<file path="src/hdl/rsh_pkg.sv">
// shared types and constants for the ray/sphere hit and sky gradient shader
// no dependencies; imported by every module of the block
`default_nettype none
package rsh_pkg;

    // configuration register indexes
    localparam int unsigned CFG_IDX_W       = 3;
    localparam logic [CFG_IDX_W-1:0] CFG_CENTER_X = 3'd0;
    localparam logic [CFG_IDX_W-1:0] CFG_CENTER_Y = 3'd1;
    localparam logic [CFG_IDX_W-1:0] CFG_CENTER_Z = 3'd2;
    localparam logic [CFG_IDX_W-1:0] CFG_RADIUS   = 3'd3;

    // register reset values
    localparam logic signed [15:0] CENTER_X_RST = 16'sd0;
    localparam logic signed [15:0] CENTER_Y_RST = 16'sd0;
    localparam logic signed [15:0] CENTER_Z_RST = -16'sd4096;
    localparam logic [14:0]        RADIUS_RST   = 15'd2048;

    // integer square root of a 48 bit value, one result bit per stage
    localparam int unsigned SQ_STAGES = 24;

    // reciprocal of 5 for the green blend, exact for values below 2^30
    localparam int unsigned RCP5_SHIFT = 30;
    localparam logic [27:0] RCP5_MULT  = 28'd214748365;

    // one ray
    typedef struct packed {
        logic signed [15:0] org_x;
        logic signed [15:0] org_y;
        logic signed [15:0] org_z;
        logic signed [15:0] dir_x;
        logic signed [15:0] dir_y;
        logic signed [15:0] dir_z;
    } ray_t;

    // one shaded pixel
    typedef struct packed {
        logic [12:0] red;
        logic [12:0] green;
        logic [12:0] blue;
        logic        sphere_hit;
    } pix_t;

    // side data carried through the square root stages
    typedef struct packed {
        logic        hit;
        logic        dy_neg;
        logic [15:0] dy_mag;
    } sq_tag_t;

    // side data carried through the divider stages
    typedef struct packed {
        logic hit;
        logic dy_neg;
        logic len_zero;
    } dv_tag_t;

endpackage
`default_nettype wire

</file>
<file path="src/hdl/rsh_sqrt.sv">
// pipelined integer square root of a << 16, one result bit per stage
// depends on rsh_pkg
`default_nettype none
module rsh_sqrt
    import rsh_pkg::*;
(
    input  wire logic    clk,
    input  wire logic    rst_n,
    input  wire logic    en,
    input  wire logic    in_valid,
    input  wire logic [31:0] a_sq,
    input  wire sq_tag_t in_tag,
    output logic         out_valid,
    output logic [23:0]  len,
    output sq_tag_t      out_tag
);

    logic [47:0]          v_reg   [SQ_STAGES];
    logic [47:0]          res_reg [SQ_STAGES];
    sq_tag_t              tag_reg [SQ_STAGES];
    logic [SQ_STAGES-1:0] vld_reg;

    for (genvar k = 0; k < SQ_STAGES; k++)
    begin : g_st
        logic [47:0] v_prev, r_prev, bitv, trial, v_next, r_next;
        sq_tag_t     t_prev;
        logic        vp;

        if (k == 0)
        begin : g_first
            assign v_prev = {a_sq, 16'b0};
            assign r_prev = '0;
            assign t_prev = in_tag;
            assign vp     = in_valid;
        end
        else
        begin : g_rest
            assign v_prev = v_reg[k-1];
            assign r_prev = res_reg[k-1];
            assign t_prev = tag_reg[k-1];
            assign vp     = vld_reg[k-1];
        end

        // try the next result bit
        assign bitv  = 48'(1) << (46 - 2 * k);
        assign trial = r_prev + bitv;

        always_comb
        begin
            if (v_prev >= trial)
            begin
                v_next = v_prev - trial;
                r_next = (r_prev >> 1) + bitv;
            end
            else
            begin
                v_next = v_prev;
                r_next = r_prev >> 1;
            end
        end

        always_ff @(posedge clk)
        begin
            if (en)
            begin
                v_reg[k]   <= v_next;
                res_reg[k] <= r_next;
                tag_reg[k] <= t_prev;
            end
        end

        always_ff @(posedge clk or negedge rst_n)
        begin
            if (!rst_n)
            begin
                vld_reg[k] <= 1'b0;
            end
            else if (en)
            begin
                vld_reg[k] <= vp;
            end
        end
    end

    assign out_valid = vld_reg[SQ_STAGES-1];
    assign len       = res_reg[SQ_STAGES-1][23:0];
    assign out_tag   = tag_reg[SQ_STAGES-1];

endmodule
`default_nettype wire

</file>
<file path="config.mk">
export PLATFORM = sky130hd
export DESIGN_NAME = rsh_sqrt
export DESIGN_NICKNAME = d
export VERILOG_FILES = /design/src/hdl/rsh_pkg.sv /design/src/hdl/rsh_sqrt.sv
export SDC_FILE = /design/constraint.sdc
export NUM_CORES = 2
export LEC_CHECK = 0
export BUFFER_PORTS_ARGS = -buffer_cell sky130_fd_sc_hd__buf_2
export CORE_ASPECT_RATIO = 0.7
export CORE_MARGIN = 3
export CORE_UTILIZATION = 57
export DETAILED_ROUTE_END_ITERATION = 10
export PLACE_DENSITY = 0.83
export SLEW_MARGIN = 25
export SYNTH_ARGS = -nofsm -noshare
export SYNTH_HDL_FRONTEND = slang
export SYNTH_SLANG_ARGS = --single-unit
</file>
<file path="constraint.sdc">
create_clock -name clk -period 3.4 [get_ports clk]
set_input_delay 0.68 -clock clk [delete_from_list [all_inputs] [get_ports clk]]
set_output_delay 0.68 -clock clk [all_outputs]
set_load 0.03 [all_outputs]
</file>
==> results.toml <==
[sta]
min_period_ps = 3460
skew_ps = 40.9
drv_slew = 0
fin_crit_sh_pct = 102
fin_ws_ps = -60.7
grt_setup_unrepaired = "true"
fmax_mhz = 289
setup-violations-final = 6
hold_viol = 0
slew-limit-headroom_pct = 48.5
worst_pin_slew_ps = 768

[routing]
drtIter0Drc = 5338
routed_wl_mm = 146
drc = 0
wl_per_cell_um = 19.9
vias = 43400
vias_per_cell = 5.93
dr.pass1.iters = 8
antenna_left = 0

[pwr]
peakVddDrop_mv = 0.605
leakage_nw = 30.3
power_density_nw_per_um2 = 637

[setup_path]
critPathMaxFanout = 7
path_cells = "inv_1, ha_2, inv_2, fa_2, nor2b_4, o31ai_4, a2111oi_4, buf_4, o21ai_4, o21a_2, or4b_4, nor3_4, xor2_1"
arrival_ps = 3990
path_class = "flop to flop"
cp_top_family = "simple AND/OR/NAND/NOR gates"
critical_path.max_stage_delay_ps = 660
endpoint_kind = "flop"
cp-start-kind = "flop"
crit_required_ps = 3930
critPathSlowestCell = "or4b_4"
cp_num_buf_inv = 3

[synth]
syn_inst = 5128
synth_seq_cells = 1541
ys_dominant_reg_cell = "edfxtp_1"
synth_cell_types = 84
synth_edf_count = 1517
synth-async-reset-ratio_pct = 1.56
netlist_area_um2 = 69400
synth_seq_area_share_pct = 66.5
syn_nets = 5496
avgSynthCellArea_um2 = 13.5
ys_warn_count = 0

[placement]
place_inst = 7009
dp.final_hpwl_mm = 101
gp_congestion = 0.951
port_buffers = 96

[run_status]
failed_checks = "setup timing"
outcome = "finished with violations"

[cells_and_area]
num_antenna_cells = 0
drive_gt1_share_pct = 14.2
largest_reg_flops = 785
fin_cells = 7315
post-route-util_pct = 66.4
nNetsFinal = 5948
syn_to_final_growth_pct = 15.0
fillerInstances = 8185

[grt]
grt_pass1_wl_mm = 226
grt_usage_pct = 22.5
grt_max_degree = 124
grt-ovfl-total = 0
antenna_found_initial = 2
grt_pass1_vias = 41600

[flow_run]
drv_cap = 0

[die]
die_height_um = 298
io_pins = 97
core-area_um2 = 120000
die_w_um = 423
num_rows = 106
start_util_pct = 57.7
die_area_um2 = 126000

[clocking]
cts_buffers = 148
cts_root_buf = "clkbuf_16"
cts-htree-levels = 4
clockBufferDepth = 3
cts_tree = "built"
worstSkewPairLatency_ps = 810
path_clk_slew_ps = 70
cts.sinks = 1541

[min_path]
min_path_type = "input port to flop"
[cell type report]
cell class	instances	area (um^2)	area share [%]
sequential	1541	46200	57.8
multi-input combinational	3109	22200	27.8
clock buffer	169	3780	4.74
timing repair buffer	389	3110	3.90
tap	1620	2030	2.54
inverter	391	1470	1.84
clock inverter	96	1100	1.38
[worst paths after layout]
| path | to | slack, ps | startpoint | cells past startpoint |
|---|---|---|---|---|
| max | v_reg[5][37]$_DFFE_PP_ | -60 | res_reg[2][152]$_DFFE_PP_ | 13 |
| min | tag_reg[0][13]$_DFFE_PP_ | 60 | in_tag[13] | 1 |
| max reg2reg | v_reg[5][37]$_DFFE_PP_ | -60 | res_reg[2][152]$_DFFE_PP_ | 13 |
| min reg2reg | tag_reg[3][58]$_DFFE_PP_ | 400 | tag_reg[3][40]$_DFFE_PP_ | 0 |
| max in group asynchronous | g_st[4].vp$_DFFE_PN0P_ | 2530 | rst_n | 2 |
| min in group asynchronous | g_st[5].vp$_DFFE_PN0P_ | 510 | rst_n | 2 |
[where the power goes]
group / switching (mW) / internal [mW]
logic: 5.27 / 3.88
clock network: 7.25 / 9.26
registers: 1.50 / 23.7
total: 14.0 / 36.8
[cell usage after synthesis, drive strengths merged (13+ instances only)]
cell type | n | area [um^2]
a211oi | 43 | 328
a21o | 98 | 736
a21oi | 238 | 1190
a31oi | 27 | 169
and2 | 14 | 87.6
and3 | 20 | 125
and4 | 13 | 114
buf | 16 | 78.8
clkbuf | 71 | 267
dfrtp | 24 | 601
edfxtp | 1517 | 45600
ha | 307 | 3840
inv | 390 | 1460
mux2 | 60 | 676
nand2 | 331 | 1240
nand2b | 47 | 294
nand3 | 63 | 315
nand3b | 13 | 97.6
nand4 | 42 | 263
nor2 | 278 | 1040
nor2b | 38 | 238
nor3 | 137 | 691
nor4 | 108 | 676
nor4b | 18 | 158
o211ai | 18 | 135
o21a | 71 | 533
o21ai | 298 | 1490
o21bai | 26 | 195
o31ai | 42 | 315
or2 | 28 | 175
or3 | 65 | 407
or4 | 51 | 383
xnor2 | 186 | 1630
xor2 | 249 | 2180
[cell usage in the layout, fill, tap and decap left out, types with 42 or more instances in the layout]
cell / n
or3_1: 61
clkbuf_16: 151
buf_2: 95
nand3_1: 61
a21o_1: 98
buf_4: 245
o21ai_0: 255
inv_1: 388
nor3_1: 127
nor4_1: 92
edfxtp_1: 1517
or4_1: 43
o21a_1: 69
nand2_1: 329
a21oi_1: 231
ha_1: 300
xnor2_1: 186
xor2_1: 249
mux2_2: 59
nor2_1: 271
nand2b_1: 45
nand4_1: 42
[stage by stage]
stage / instance area, um^2 / TNS (ps) / total power [mW] / setup WS (ps) / hold slack [ps]
after global routing: 79800 / -2450 / 53.0 / -156 / 21.1
after global placement: 73800 / -4070 / 33.6 / -491 / 400
final: 79800 / -206 / 50.8 / -60.7 / 60.2
after CTS: 79000 / -41.2 / 50.7 / -41.2 / 4.04
after floorplan: 69400 / 0 / 30.9 / 20.9 / 384
after detailed placement: 73800 / -5420 / 34.1 / -489 / 405
[metal layers]
metal	vias to the layer above	share of wire (%)	track usage [%]
met2	1910	44	32.6
met4	0	1.8	5.57
met5	-	0	0
met1	21100	45	34.4
li1	20200	-	-
met3	209	10	5.56
[cell families after synthesis]
| family | after synthesis | synth area share, % |
|---|---|---|
| flip-flops | 1541 | 66.5 |
| multiplexers | 68 | 1.09 |
| AND/OR/NAND/NOR | 1304 | 9.59 |
| XOR/XNOR | 435 | 5.49 |
| AO/OA/AOI/OAI | 988 | 8.97 |
| buffers and inverters | 478 | 2.61 |
| adder cells (fa/ha/maj) | 314 | 5.74 |
[repair_timing]
action / CTS / global route
setup buffers: 5 / 19
pin swaps: 5 / 32
hold buffers: 12 / 0
gates cloned: 0 / 7
endpoints found under the setup margin: 99 / 212
hold endpoints to repair: 35 / 0
gates resized for setup: 30 / 154
(Power assumes the default switching activity.)
