[config.mk]
export PLATFORM = sky130hd
export DESIGN_NAME = rsh_div
export DESIGN_NICKNAME = d
export VERILOG_FILES = /design/src/hdl/rsh_pkg.sv /design/src/hdl/rsh_div.sv
export SDC_FILE = /design/constraint.sdc
export NUM_CORES = 1
export LEC_CHECK = 0
export BUFFER_PORTS_ARGS = -buffer_cell sky130_fd_sc_hd__clkbuf_2
export CORE_MARGIN = 2
export CORE_UTILIZATION = 69
export CTS_CLUSTER_SIZE = 30
export DETAILED_ROUTE_END_ITERATION = 12
export PLACE_DENSITY_LB_ADDON = 0.08
export SKIP_CTS_REPAIR_TIMING = 1
export SLEW_MARGIN = 20
export SYNTH_ARGS = -nofsm -noshare
export SYNTH_HDL_FRONTEND = slang
export SYNTH_SLANG_ARGS = --single-unit
[constraint.sdc]
create_clock -name clk -period 7.4 [get_ports clk]
set_clock_uncertainty 0.1 [all_clocks]
set_input_delay 1.11 -clock clk [delete_from_list [all_inputs] [get_ports clk]]
set_output_delay 1.11 -clock clk [all_outputs]
set_load 0.01 [all_outputs]
[src/hdl/rsh_pkg.sv]
// shared types and constants for the ray/sphere hit and sky gradient shader
// no dependencies; imported by every module of the block
`default_nettype none
package rsh_pkg;

    // configuration register indexes
    localparam int unsigned CFG_IDX_W       = 3;
    localparam logic [CFG_IDX_W-1:0] CFG_CENTER_X = 3'd0;
    localparam logic [CFG_IDX_W-1:0] CFG_CENTER_Y = 3'd1;
    localparam logic [CFG_IDX_W-1:0] CFG_CENTER_Z = 3'd2;
    localparam logic [CFG_IDX_W-1:0] CFG_RADIUS   = 3'd3;

    // register reset values
    localparam logic signed [15:0] CENTER_X_RST = 16'sd0;
    localparam logic signed [15:0] CENTER_Y_RST = 16'sd0;
    localparam logic signed [15:0] CENTER_Z_RST = -16'sd4096;
    localparam logic [14:0]        RADIUS_RST   = 15'd2048;

    // integer square root of a 48 bit value, one result bit per stage
    localparam int unsigned SQ_STAGES = 24;

    // reciprocal of 5 for the green blend, exact for values below 2^30
    localparam int unsigned RCP5_SHIFT = 30;
    localparam logic [27:0] RCP5_MULT  = 28'd214748365;

    // one ray
    typedef struct packed {
        logic signed [15:0] org_x;
        logic signed [15:0] org_y;
        logic signed [15:0] org_z;
        logic signed [15:0] dir_x;
        logic signed [15:0] dir_y;
        logic signed [15:0] dir_z;
    } ray_t;

    // one shaded pixel
    typedef struct packed {
        logic [12:0] red;
        logic [12:0] green;
        logic [12:0] blue;
        logic        sphere_hit;
    } pix_t;

    // side data carried through the square root stages
    typedef struct packed {
        logic        hit;
        logic        dy_neg;
        logic [15:0] dy_mag;
    } sq_tag_t;

    // side data carried through the divider stages
    typedef struct packed {
        logic hit;
        logic dy_neg;
        logic len_zero;
    } dv_tag_t;

endpackage
`default_nettype wire

[src/hdl/rsh_div.sv]
// pipelined restoring divider for |dir_y| / |d|, one quotient bit per stage
// depends on rsh_pkg
`default_nettype none
module rsh_div
    import rsh_pkg::*;
#(
    parameter int unsigned FRAC_BITS = 12
)
(
    input  wire logic          clk,
    input  wire logic          rst_n,
    input  wire logic          en,
    input  wire logic          in_valid,
    input  wire logic [23:0]   len,
    input  wire sq_tag_t       in_tag,
    output logic               out_valid,
    output logic [FRAC_BITS:0] quo,
    output dv_tag_t            out_tag
);

    localparam int unsigned NQ = FRAC_BITS + 1;
    localparam int unsigned DW = FRAC_BITS + 24;
    localparam int unsigned QW = FRAC_BITS + 1;

    logic [DW-1:0]   rem_reg [NQ];
    logic [23:0]     len_reg [NQ];
    logic [QW-1:0]   q_reg   [NQ];
    dv_tag_t         tag_reg [NQ];
    logic [NQ-1:0]   vld_reg;

    dv_tag_t tag0;
    assign tag0.hit      = in_tag.hit;
    assign tag0.dy_neg   = in_tag.dy_neg;
    assign tag0.len_zero = (len == '0);

    for (genvar j = 0; j < NQ; j++)
    begin : g_st
        localparam int unsigned K = FRAC_BITS - j;
        logic [DW-1:0] rem_prev, dsh, rem_next;
        logic [23:0]   len_prev;
        logic [QW-1:0] q_prev, q_next;
        dv_tag_t       t_prev;
        logic          vp;

        if (j == 0)
        begin : g_first
            assign rem_prev = DW'(in_tag.dy_mag) << (FRAC_BITS + 8);
            assign len_prev = len;
            assign q_prev   = '0;
            assign t_prev   = tag0;
            assign vp       = in_valid;
        end
        else
        begin : g_rest
            assign rem_prev = rem_reg[j-1];
            assign len_prev = len_reg[j-1];
            assign q_prev   = q_reg[j-1];
            assign t_prev   = tag_reg[j-1];
            assign vp       = vld_reg[j-1];
        end

        // subtract the shifted divisor when it fits
        assign dsh = DW'(len_prev) << K;

        always_comb
        begin
            if (rem_prev >= dsh)
            begin
                rem_next = rem_prev - dsh;
                q_next   = q_prev | (QW'(1) << K);
            end
            else
            begin
                rem_next = rem_prev;
                q_next   = q_prev;
            end
        end

        always_ff @(posedge clk)
        begin
            if (en)
            begin
                rem_reg[j] <= rem_next;
                len_reg[j] <= len_prev;
                q_reg[j]   <= q_next;
                tag_reg[j] <= t_prev;
            end
        end

        always_ff @(posedge clk or negedge rst_n)
        begin
            if (!rst_n)
            begin
                vld_reg[j] <= 1'b0;
            end
            else if (en)
            begin
                vld_reg[j] <= vp;
            end
        end
    end

    assign out_valid = vld_reg[NQ-1];
    assign quo       = q_reg[NQ-1];
    assign out_tag   = tag_reg[NQ-1];

    // |y| never exceeds |d|, so the unit component stays within 1.0
    a_quo_le_one: assert property (@(posedge clk) disable iff (!rst_n)
        out_valid && !out_tag.len_zero |-> quo <= (QW'(1) << FRAC_BITS))
        else $error("quotient above one");

endmodule
`default_nettype wire

==> impl_metrics.ini <==
[status]
status = finished, final reports clean

[logic_synthesis]
synth_xor_area_share_pct = 5.784
synthTopCellsByArea = edfxtp_1 (53%), ha_1 (8.7%), a21oi_1 (3.6%)
synth_top_area_share_pct = 53.16
synth_top_family_by_area = compound AO/OA/AOI/OAI gates
synth_ff_type = edfxtp_1
synth_area_um2 = 43610
syn_nets = 4281
synth-edff-count = 772
post-synth-top-area-cell = edfxtp_1
synthMuxAreaShare_pct = 1.724
synthSimpleGateAreaFrac_pct = 11.03
async_reset_ff_share_pct = 1.656
ys_warn_count = 0
netlist_instances = 3920
synth_compound_area_share_pct = 14.22
yosysSeqAreaShare_pct = 53.90
avgSynthCellArea_um2 = 11.13
synth-adder-area-share_pct = 9.227
synth-seq-cells = 785
yosysUniqueCellTypes = 87

[worst_setup_path]
critPathLaunchType = flop
path_class = reg -> reg
ff2ff_setup_slack_ns = 3.04
critPathCaptureType = flop
crit_arrival_ns = 4.63
cp_max_fo = 41
crit_required_ns = 7.67

[clock_network]
clk_pin_slew_worst_paths_ns = 0.06
numClockSinks = 785
cts-buffers-inserted = 83
clock_path_buffers = 3
cts_tree = yes
htree_levels = 3
clockRootBuffer = clkbuf_16
clock_latency_ns = 0.62

[placed_design]
placed_cell_area_um2 = 44900
dpl.hpwl_um = 61100
place_congestion = 0.9766
io_buffers = 62

[grt]
grt_pass1_vias = 29190
grt_busiest_layer = met2
grt_usage_pct = 25.31
grtUsageMet3_pct = 3.204
antenna_found_initial = 0
grtUsageMet1_pct = 24.95
use_met2_pct = 50.25
grt_max_degree = 172
grt_pass1_wl_um = 135500
grt_overflow_total = 0

[timing]
max_freq_ghz = 0.2294
hold_viol_final = 0
slew_headroom_pct = 21.33
final-setup-viol-count = 0
slew_viol_final = 0
fin_crit_sh_pct = 58.91
fin_crit_ns = 4.360
rsz0062_at_grt = false
finalSetupTns_ns = 0
worst_pin_slew_ns = 1.150

[final_layout]
layout-drive-gt1-share_pct = 8.151
seq_area_um2 = 23510
fin_util_pct = 76.12
area_growth_pct = 9.499
num_antenna_cells = 0
stdcell_area_um2 = 47750
n_fill_cell = 4105
nNetsFinal = 4366
largest_reg_flops = 354
multiInputGateArea_um2 = 18390

[pwr]
total_power_mw = 18.28
p_sw_share_pct = 34.43
power.internal_mw = 11.98
switching_power_mw = 6.291
comb_power_share_pct = 38.5
peakVddDrop_mv = 0.2381
p_per_area_nw_per_um2 = 382.7
pwr-share-clk_pct = 23.1
p_leak_nw = 19.07
seqPwrFrac_pct = 38.4

[floorplan]
die_x_um = 255.4
die-area_um2 = 65230
row_count = 92
die_y_um = 255.4
core_area_um2 = 62740
ioPinCount = 63
initial_core_util_pct = 69.52

[run]
maxCapViolCount = 0

[routing]
post_drt_wl_per_cell_um = 16.80
routed_wl_um = 82620
dr.pass1.iters = 6
remaining_drc_errors = 0
drtIter0Drc = 1795
vias = 29200
routed_via_density = 5.937
antenna_left = 0

[min_path]
hold_class = in -> async
[power groups by stage]
stage / logic [mW] / clock network [mW] / registers, mW
6_report: 7.03 / 4.23 / 7.01
2_1_floorplan: 5.48 / 0 / 6.87
3_5_place_dp: 6.90 / 0 / 7.08
3_3_place_gp: 6.72 / 0 / 7.04
5_1_grt: 7.85 / 4.47 / 7.12
4_1_cts: 6.96 / 4.31 / 6.99
[critical path, cell delays in order, from the launching register on]
cell and delay, ns:
edfxtp_1 0.44, fa_1 0.49, a21oi_1 0.27, o221ai_1 0.24, o311ai_0 0.84, a31oi_1 0.44, a2111oi_4 0.48, buf_4 0.40
mux2_2 0.38
[stage by stage]
step,cells,hold slack [ns],setup WS (ns)
2_1_floorplan,3920,0.3003,3.664
3_3_place_gp,4765,0.3004,3.143
3_5_place_dp,4765,0.3045,3.020
4_1_cts,4918,0.2566,3.013
5_1_grt,4919,0.2806,2.877
6_report,4919,0.2796,3.040
[cells in the mapped netlist, drive strengths merged, types with 17 or more instances]
library cell / count
a211oi: 33
a21o: 115
a21oi: 310
a31oi: 22
and2: 17
and3: 23
clkbuf: 68
edfxtp: 772
ha: 304
inv: 386
mux2: 65
nand2: 329
nand2b: 46
nand3: 63
nand4: 41
nor2: 222
nor2b: 45
nor3: 71
nor4: 30
o211ai: 18
o21a: 43
o21ai: 298
o21bai: 29
o31ai: 33
or2: 17
or3: 21
xnor2: 147
xor2: 141
[layout make-up]
type / instances / area share, %
Clock buffer: 95 / 4.622
Clock inverter: 58 / 1.297
Inverter: 387 / 3.042
Multi-Input combinational cell: 2665 / 38.50
Sequential cell: 785 / 49.23
Tap cell: 846 / 2.217
Timing Repair Buffer: 83 / 1.095
[cell families (layout without fill, tap and decap cells)]
| group | Yosys count | after routing |
|---|---|---|
| compound gates | 1009 | 1009 |
| xor+xnor | 288 | 288 |
| fa+ha+maj | 315 | 315 |
| buf+inv | 470 | 623 |
| flops | 785 | 785 |
| mux | 67 | 67 |
| simple gates | 986 | 986 |
[cell usage in the layout (no fill, tap or decap), types with 11 or more instances in the layout]
master / count
a211oi_1: 32
a21boi_0: 11
a21o_1: 115
a21oi_1: 308
a31oi_1: 20
and2_1: 17
and3_1: 23
and4_1: 11
buf_4: 18
bufinv_16: 11
clkbuf_16: 87
clkbuf_2: 61
clkinv_1: 13
clkinv_2: 14
dfrtp_1: 13
edfxtp_1: 772
fa_1: 11
ha_1: 304
inv_1: 385
mux2_2: 64
nand2_1: 328
nand2b_1: 46
nand3_1: 63
nand4_1: 41
nor2_1: 222
nor2b_1: 44
nor3_1: 70
nor4_1: 25
o211ai_1: 18
o21a_1: 43
o21ai_0: 293
o21bai_1: 29
o31ai_1: 31
or2_2: 17
or3_1: 19
or4_1: 13
xnor2_1: 147
xor2_1: 141
[layer usage]
| layer | vias up | share of wire, % |
|---|---|---|
| li1 | 14520 | - |
| met1 | 13740 | 36 |
| met2 | 676 | 55 |
| met3 | 272 | 3.0 |
| met4 | 0 | 5.8 |
| met5 | - | 0 |
[final timing paths]
path	from	endpoint	cells past startpoint
max	rem_reg[7][5]	rem_reg[8][5]	8
min	rst_n	g_st[7].vp	1
max reg2reg	rem_reg[7][5]	rem_reg[8][5]	8
min reg2reg	tag_reg[0][2]	tag_reg[0][5]	0
max in group asynchronous	rst_n	g_st[3].vp	1
min in group clk	tag_reg[0][2]	tag_reg[0][5]	0
Note: power is estimated with default switching activity, not from simulation.
