--- config.mk ---
export PLATFORM = sky130hd
export DESIGN_NAME = rsh_blend
export DESIGN_NICKNAME = d
export VERILOG_FILES = /design/src/hdl/rsh_pkg.sv /design/src/hdl/rsh_blend.sv
export SDC_FILE = /design/constraint.sdc
export NUM_CORES = 1
export LEC_CHECK = 0
export BUFFER_PORTS_ARGS = -buffer_cell sky130_fd_sc_hd__buf_2
export CORE_AREA = 2 2 102 104
export CTS_CLUSTER_SIZE = 16
export DETAILED_ROUTE_END_ITERATION = 7
export DIE_AREA = 0 0 104 106
export GPL_ROUTABILITY_DRIVEN = 1
export GPL_TIMING_DRIVEN = 0
export PLACE_DENSITY = 0.81
export REMOVE_ABC_BUFFERS = 1
export SLEW_MARGIN = 20
export SYNTH_ARGS = -nofsm -noshare
export SYNTH_HDL_FRONTEND = slang
export SYNTH_SLANG_ARGS = --single-unit
--- constraint.sdc ---
create_clock -name clk -period 1.94 [get_ports clk]
set_input_delay 0.291 -clock clk [delete_from_list [all_inputs] [get_ports clk]]
set_output_delay 0.291 -clock clk [all_outputs]
set_load 0.02 [all_outputs]
--- src/hdl/rsh_pkg.sv ---
// shared types and constants for the ray/sphere hit and sky gradient shader
// no dependencies; imported by every module of the block
`default_nettype none
package rsh_pkg;

    // configuration register indexes
    localparam int unsigned CFG_IDX_W       = 3;
    localparam logic [CFG_IDX_W-1:0] CFG_CENTER_X = 3'd0;
    localparam logic [CFG_IDX_W-1:0] CFG_CENTER_Y = 3'd1;
    localparam logic [CFG_IDX_W-1:0] CFG_CENTER_Z = 3'd2;
    localparam logic [CFG_IDX_W-1:0] CFG_RADIUS   = 3'd3;

    // register reset values
    localparam logic signed [15:0] CENTER_X_RST = 16'sd0;
    localparam logic signed [15:0] CENTER_Y_RST = 16'sd0;
    localparam logic signed [15:0] CENTER_Z_RST = -16'sd4096;
    localparam logic [14:0]        RADIUS_RST   = 15'd2048;

    // integer square root of a 48 bit value, one result bit per stage
    localparam int unsigned SQ_STAGES = 24;

    // reciprocal of 5 for the green blend, exact for values below 2^30
    localparam int unsigned RCP5_SHIFT = 30;
    localparam logic [27:0] RCP5_MULT  = 28'd214748365;

    // one ray
    typedef struct packed {
        logic signed [15:0] org_x;
        logic signed [15:0] org_y;
        logic signed [15:0] org_z;
        logic signed [15:0] dir_x;
        logic signed [15:0] dir_y;
        logic signed [15:0] dir_z;
    } ray_t;

    // one shaded pixel
    typedef struct packed {
        logic [12:0] red;
        logic [12:0] green;
        logic [12:0] blue;
        logic        sphere_hit;
    } pix_t;

    // side data carried through the square root stages
    typedef struct packed {
        logic        hit;
        logic        dy_neg;
        logic [15:0] dy_mag;
    } sq_tag_t;

    // side data carried through the divider stages
    typedef struct packed {
        logic hit;
        logic dy_neg;
        logic len_zero;
    } dv_tag_t;

endpackage
`default_nettype wire

--- src/hdl/rsh_blend.sv ---
// white to sky blue blend and hit override, one register stage
// depends on rsh_pkg
`default_nettype none
module rsh_blend
    import rsh_pkg::*;
#(
    parameter int unsigned FRAC_BITS = 12
)
(
    input  wire logic          clk,
    input  wire logic          rst_n,
    input  wire logic          en,
    input  wire logic          in_valid,
    input  wire logic [FRAC_BITS:0] quo,
    input  wire dv_tag_t       in_tag,
    output logic               out_valid,
    output pix_t               pix
);

    localparam int unsigned SW = FRAC_BITS + 3;
    localparam int unsigned PW = SW + 28;
    localparam logic [SW-1:0] ONE = SW'(1) << FRAC_BITS;

    // s = 1 + u, which is 2t
    logic [SW-1:0] s, red_next, y;
    always_comb
    begin
        if (in_tag.len_zero)
        begin
            s = ONE;
        end
        else if (in_tag.dy_neg)
        begin
            s = ONE - SW'(quo);
        end
        else
        begin
            s = ONE + SW'(quo);
        end
    end

    assign red_next = ONE - ((s + SW'(2)) >> 2);
    assign y        = (SW'(3) * s + SW'(10)) >> 2;

    // register the reciprocal product for the divide by 20
    logic [SW-1:0] red_reg;
    logic [PW-1:0] prod_reg;
    logic          hit_reg;
    logic          vld_reg;

    always_ff @(posedge clk)
    begin
        if (en)
        begin
            red_reg  <= red_next;
            prod_reg <= PW'(y) * PW'(RCP5_MULT);
            hit_reg  <= in_tag.hit;
        end
    end

    always_ff @(posedge clk or negedge rst_n)
    begin
        if (!rst_n)
        begin
            vld_reg <= 1'b0;
        end
        else if (en)
        begin
            vld_reg <= in_valid;
        end
    end

    // finish green, apply the hit color, mask to the field width
    logic [SW-1:0] green;
    assign green = ONE - SW'(prod_reg >> RCP5_SHIFT);

    always_comb
    begin
        if (hit_reg)
        begin
            pix.red        = 13'(ONE);
            pix.green      = '0;
            pix.blue       = '0;
            pix.sphere_hit = 1'b1;
        end
        else
        begin
            pix.red        = 13'(red_reg);
            pix.green      = 13'(green);
            pix.blue       = 13'(ONE);
            pix.sphere_hit = 1'b0;
        end
    end

    assign out_valid = vld_reg;

endmodule
`default_nettype wire

==> out/qor.yml, run 1 <==
finish:
  drive_gt1_frac: 0.3864
  nFillCells: 473
  syn_to_final_growth_pct: 33.38
  nNetsFinal: 933
  layoutNonFillerInstCount: 884
  largest_register_ffs: 13
  num_antenna_cells: 0
  finish.utilization: 0.7945
setup_path:
  worstSetupPathDepth: 35
  critPathArrivalTime_ns: 8.51
  startpoint_type: "input port"
  worstSetupEndpoint: "prod_reg[40]"
  crit_family: "adder cells"
  critPathCaptureType: "register"
  critPathSlowestCell: "or4b_4"
  cp_slowest_stage_delay_ns: 0.52
  path_max_fanout: 4
  regToRegStartpoint: "out_valid"
  worst_path_most_repeated_cell: "ha_4"
  r2r_end: "out_valid"
  rrSetupSlack_ns: 1.13
  critical_path_buf_inv_count: 6
  required_ns: 1.98
  r2r_cells: 1
  crit_path_start: "quo[0]"
  crit_type: "in2reg"
synthesis:
  synth_top_area_share: 0.2352
  synthTopCellsByArea: "ha_1 24%, fa_1 17%, edfxtp_1 13%, inv_1 7.5%, xnor2_1 5.1%"
  synth.avg_cell_area_um2: 9.207
  synth_warnings: 0
  synth_ff_type: "edfxtp_1"
  ys_top_cells_by_count: "119 x inv_1, 112 x ha_1, 52 x fa_1, 36 x nor2_1, 35 x xnor2_1"
  seq_area_frac_synth: 0.1302
  syn_inst: 647
  synth_area_leader_cell: "ha_1"
  synth_seq_cells: 26
  synth-edff-count: 25
  synth_area_um2: 5957
  ys_async_sr_fraction: 0.03846
  yosysMostFrequentCell: "inv_1"
  ys_types: 68
route:
  wl_um: 22710
  first_pass_iters: 6
  routedWlPerCell_um: 25.69
  drc: 0
  vias_per_cell: 6.719
  vias: 5940
  drt_iter0_markers: 672
  ant_nets: 0
global_route:
  grt_pass1_vias: 5636
  grt_max_degree: 28
  grt_antenna_before_repair: 0
  grt_pass1_wl_um: 27930
  grt_overflow_total: 0
  grt_use_total: 0.3152
placement:
  dp.final_hpwl_um: 10060
  portBuffers: 48
  dp.cells: 822
  gp_congestion: 0.8569
sta:
  fin_setup_tns_ns: -85.24
  hold_violations: 0
  tightest_slew_ns: 0.6742
  fmax_ghz: 0.1180
  clock_skew_ns: 0
  rsz0062_at_grt: "yes"
  finalSetupViolCount: 32
  maxSlewViolCount: 0
  slew_headroom: 0.5505
  fin_ws_ns: -6.531
  post-route-period-util: 4.367
  min_period_ns: 8.471
clock_network:
  clock_path_buffers: 2
  clock_sinks: 26
  htreeDepth: 1
  clkLatencyLatePin_ns: 0.28
  clkSlewWorstSetupHoldPaths_ns: 0.09
  cts_buffers: 3
  cts-root-buf: "clkbuf_8"
  cts_tree: "yes"
floorplan:
  core-area_um2: 10000
  die-area_um2: 11020
  core.rowCount: 37
  chipHeight_um: 106
  io_pins: 61
  die_w_um: 104
  initial_core_util: 0.5957
worst_hold_path:
  hold_class: "in2reg"
run_status:
  status: "finished with violations"
  violations: "setup timing"
run:
  cap_violations: 0
-- metrics by stage --
stage / setup slack [ns] / hold WS [ns] / area [um^2]
finish: -6.531 / 0.1947 / 7945
global route: -6.630 / 0.1912 / 7945
CTS: -5.356 / 0.1908 / 7447
detailed placement: -6.765 / 0.06834 / 6267
global placement: -6.525 / 0.06526 / 6267
floorplan: -5.736 / -0.004591 / 5857
-- cells by family after synthesis --
group	Yosys count	share of synthesized area
buf+inv	140	0.09935
compound gates	98	0.1126
mux	4	0.007141
fa+ha+maj	164	0.4100
simple gates	149	0.1420
flops	26	0.1302
xor+xnor	65	0.09809
other cells	1	0.0006295
-- layer usage --
layer / global-route usage / routed length (um) / up-vias
li1: - / - / 2360
met1: 0.3700 / 7241 / 2768
met2: 0.5700 / 10570 / 590
met3: 0.04047 / 2616 / 220
met4: 0.1535 / 2236 / 2
met5: 0 / 46 / -
-- placed cells by master (no fill, tap or decap), drive strengths merged, types with 10 or more instances in the layout --
master,count
nand2b,11
o21ai,14
nor2,36
xor2,29
nand3,10
edfxtp,25
a21oi,33
fa,52
xnor2,35
nor3,17
ha,112
buf,105
inv,120
conb,12
nor2b,16
nand2,16
-- timing repair --
action	4_1_cts	5_1_grt
endpoints found under the hold margin	1	0
hold buffers	1	0
setup endpoints to repair	31	34
pin swaps	84	55
gates resized for setup	162	79
buffers inserted	42	16
-- area by class of cell --
| class | count | area (um^2) | share of cell area |
|---|---|---|---|
| well taps | 136 | 170.2 | 0.02142 |
| clock inverters | 1 | 30.03 | 0.003780 |
| multi-input cells | 492 | 5694 | 0.7167 |
| repair buffers | 106 | 770.7 | 0.09701 |
| flip-flops and latches | 26 | 775.7 | 0.09764 |
| inverters | 120 | 462.9 | 0.05827 |
| clock buffers | 3 | 41.29 | 0.005197 |
-- worst min path at each step --
stage	startpoint	to	slack, ns	cells after the start
floorplan	rst_n	out_valid	-0.005	0
global placement	rst_n	out_valid	0.07	1
detailed placement	rst_n	out_valid	0.07	1
CTS	in_tag[2]	hit_reg	0.19	1
global route	in_tag[2]	hit_reg	0.19	1
finish	in_tag[2]	hit_reg	0.19	1
Power of run 1 is not shown: default switching activity piles up to over one toggle a cycle in this logic, so the estimate is an artifact.
==> inputs of run 2 (changes only) <==
==> constraint.sdc (replaced) <==
create_clock -name clk -period 1.94 [get_ports clk]
set_input_delay 0.194 -clock clk [delete_from_list [all_inputs] [get_ports clk]]
set_output_delay 0.194 -clock clk [all_outputs]
set_load 0.02 [all_outputs]
==> run 2 against run 1 <==
  * The run still ends with setup timing left
  * Maximum frequency up 6.6%
  * Global-route usage up 0.29 points
  * Critical path depth down 4
  * First-iteration DRC count down 13%
  * Hold slack worse by 0.096 ns
  * Die area unchanged
  * Sequential cell count unchanged
  * Final area down 0.57%
  * Via count down 2.9%
  * Register-to-register slack better by 0.05 ns
  * Worst setup slack better by 0.52 ns
  * Highest routed layer is now met4
==> out/qor.yml, run 2 (synthesis results as in run 1) <==
global_route:
  met3_usage: 0.04169  # +0.001226
  met1_usage: 0.3720  # +0.001921
  top_usage_layer: "met2"
  grt_overflow_total: 0  # unchanged
  grt_use_total: 0.3181  # +0.002921
  grt_use_met2: 0.5742  # +0.004229
  grt_antenna_before_repair: 0  # unchanged
  grt_max_degree: 28  # unchanged
  grt_pass1_wl_um: 28190  # +0.91%
  grt_pass1_vias: 5726  # +1.6%
finish:
  largest_register_ffs: 13  # unchanged
  num_antenna_cells: 0  # unchanged
  drive_gt1_frac: 0.3854  # -0.0009189
  final_common_cell: "inv_1"
  final_cell_mix: "105 x inv_1, 83 x ha_1, 51 x buf_4"
  nFillCells: 481  # +1.7%
  nNetsFinal: 927  # -0.64%
  syn_to_final_growth_pct: 32.62
run:
  cap_violations: 0  # unchanged
floorplan:
  die-area_um2: 11020  # unchanged
  die_w_um: 104  # unchanged
  core.rowCount: 37  # unchanged
  io_pins: 61  # unchanged
  core-area_um2: 10000  # unchanged
  chipHeight_um: 106  # unchanged
  initial_core_util: 0.5957  # unchanged
run_status:
  status: "finished with violations"
  violations: "setup timing"
setup_path:
  critPathArrivalTime_ns: 7.99  # -0.52 ns
  worst_path_most_repeated_cell: "ha_4"
  crit_family: "adder cells"
  critical_path_buf_inv_count: 5  # -1
  path_max_fanout: 8  # +4
  required_ns: 1.98  # about the same
  critPathCaptureType: "register"
  crit_type: "in2reg"
  startpoint_type: "input port"
  cp_slowest_stage_delay_ns: 0.60  # +0.08 ns
  critPathSlowestCell: "or4b_4"
sta:
  min_period_ns: 7.950  # -0.5212 ns
  rsz0062_at_grt: "yes"
  maxSlewViolCount: 0  # unchanged
  fin_ws_ns: -6.010  # +0.5212 ns
  hold_violations: 0  # unchanged
  fmax_ghz: 0.1258  # +6.6%
  finalSetupViolCount: 29  # -9.4%
  post-route-period-util: 4.098  # -0.2686
  tightest_slew_ns: 0.8656  # +0.1914 ns
  slew_headroom: 0.4229  # -0.1276
  clock_skew_ns: 0  # unchanged
clock_network:
  clkLatencyLatePin_ns: 0.28  # about the same
  cts_buffers: 3  # unchanged
  htreeDepth: 1  # unchanged
  cts-root-buf: "clkbuf_8"
  clock_sinks: 26  # unchanged
  clock_path_buffers: 2  # unchanged
  clkSlewWorstSetupHoldPaths_ns: 0.09  # about the same
  cts_tree: "yes"
route:
  drt_iter0_markers: 584  # -13%
  drc: 0  # unchanged
  ant_nets: 0  # unchanged
  wl_um: 21100  # -7.1%
  first_pass_iters: 5  # -1
  vias: 5766  # -2.9%
  routedWlPerCell_um: 24.03  # -6.5%
  vias_per_cell: 6.567  # -2.3%
placement:
  portBuffers: 48  # unchanged
  dp.final_hpwl_um: 10060  # unchanged
  gp_congestion: 0.8569  # unchanged
  preCtsSetupSlack_ns: -6.668  # +0.09700 ns
worst_hold_path:
  hold_class: "in2reg"
==> run 2: changes by cell type in the layout (fill, tap and decap cells not counted), sizes merged <==
cell  change
buf       -6
==> run 2: per-layer routing <==
metal / vias up / wire length, um
met5: - / 0
met4: 0 / 1846
met3: 192 / 1686
met2: 465 / 10310
met1: 2750 / 7254
li1: 2359 / -
==> run 2: path summary, 6_finish.rpt <==
| path | endpoint | slack, ns | cells past startpoint | from |
|---|---|---|---|---|
| max | prod_reg[39] | -6.01 | 31 | quo[4] |
| min | hit_reg | 0.1 | 1 | in_tag[2] |
| max reg2reg | out_valid | 1.18 | 1 | out_valid |
| min reg2reg | out_valid | 0.53 | 1 | out_valid |
| max in group asynchronous | out_valid | 1.64 | 2 | rst_n |
| min in group asynchronous | out_valid | 0.22 | 2 | rst_n |
==> run 2: repair_timing <==
action / CTS / global route
setup endpoints to repair: 31 / 31
pin swaps: 83 / 49
hold endpoints to repair: 1 / 0
hold buffers: 1 / 0
resized for setup: 159 / 78
buffers inserted: 39 / 12
==> run 2: cell type report <==
cell class	instances	area (um^2)	area share
multi-input cells	492	5710	0.7228
flip-flops and latches	26	775.7	0.09819
repair buffers	100	709.4	0.08980
inverters	120	462.9	0.05860
well taps	136	170.2	0.02154
clock buffers	3	41.29	0.005226
clock inverters	1	30.03	0.003801
==> run 2: metrics by stage <==
step,instances,area [um^2],utilization,hold slack [ns],setup TNS [ns]
global placement,822,6267,0.6268,-0.03174,-80.86
CTS,866,7407,0.7407,0.09382,-65.82
floorplan,638,5857,-,-0.1016,-68.99
finish,878,7900,0.7900,0.09875,-76.50
global route,878,7900,0.7900,0.1047,-79.23
detailed placement,822,6267,0.6268,-0.02866,-83.94
Power of run 2 is left out for the same reason.
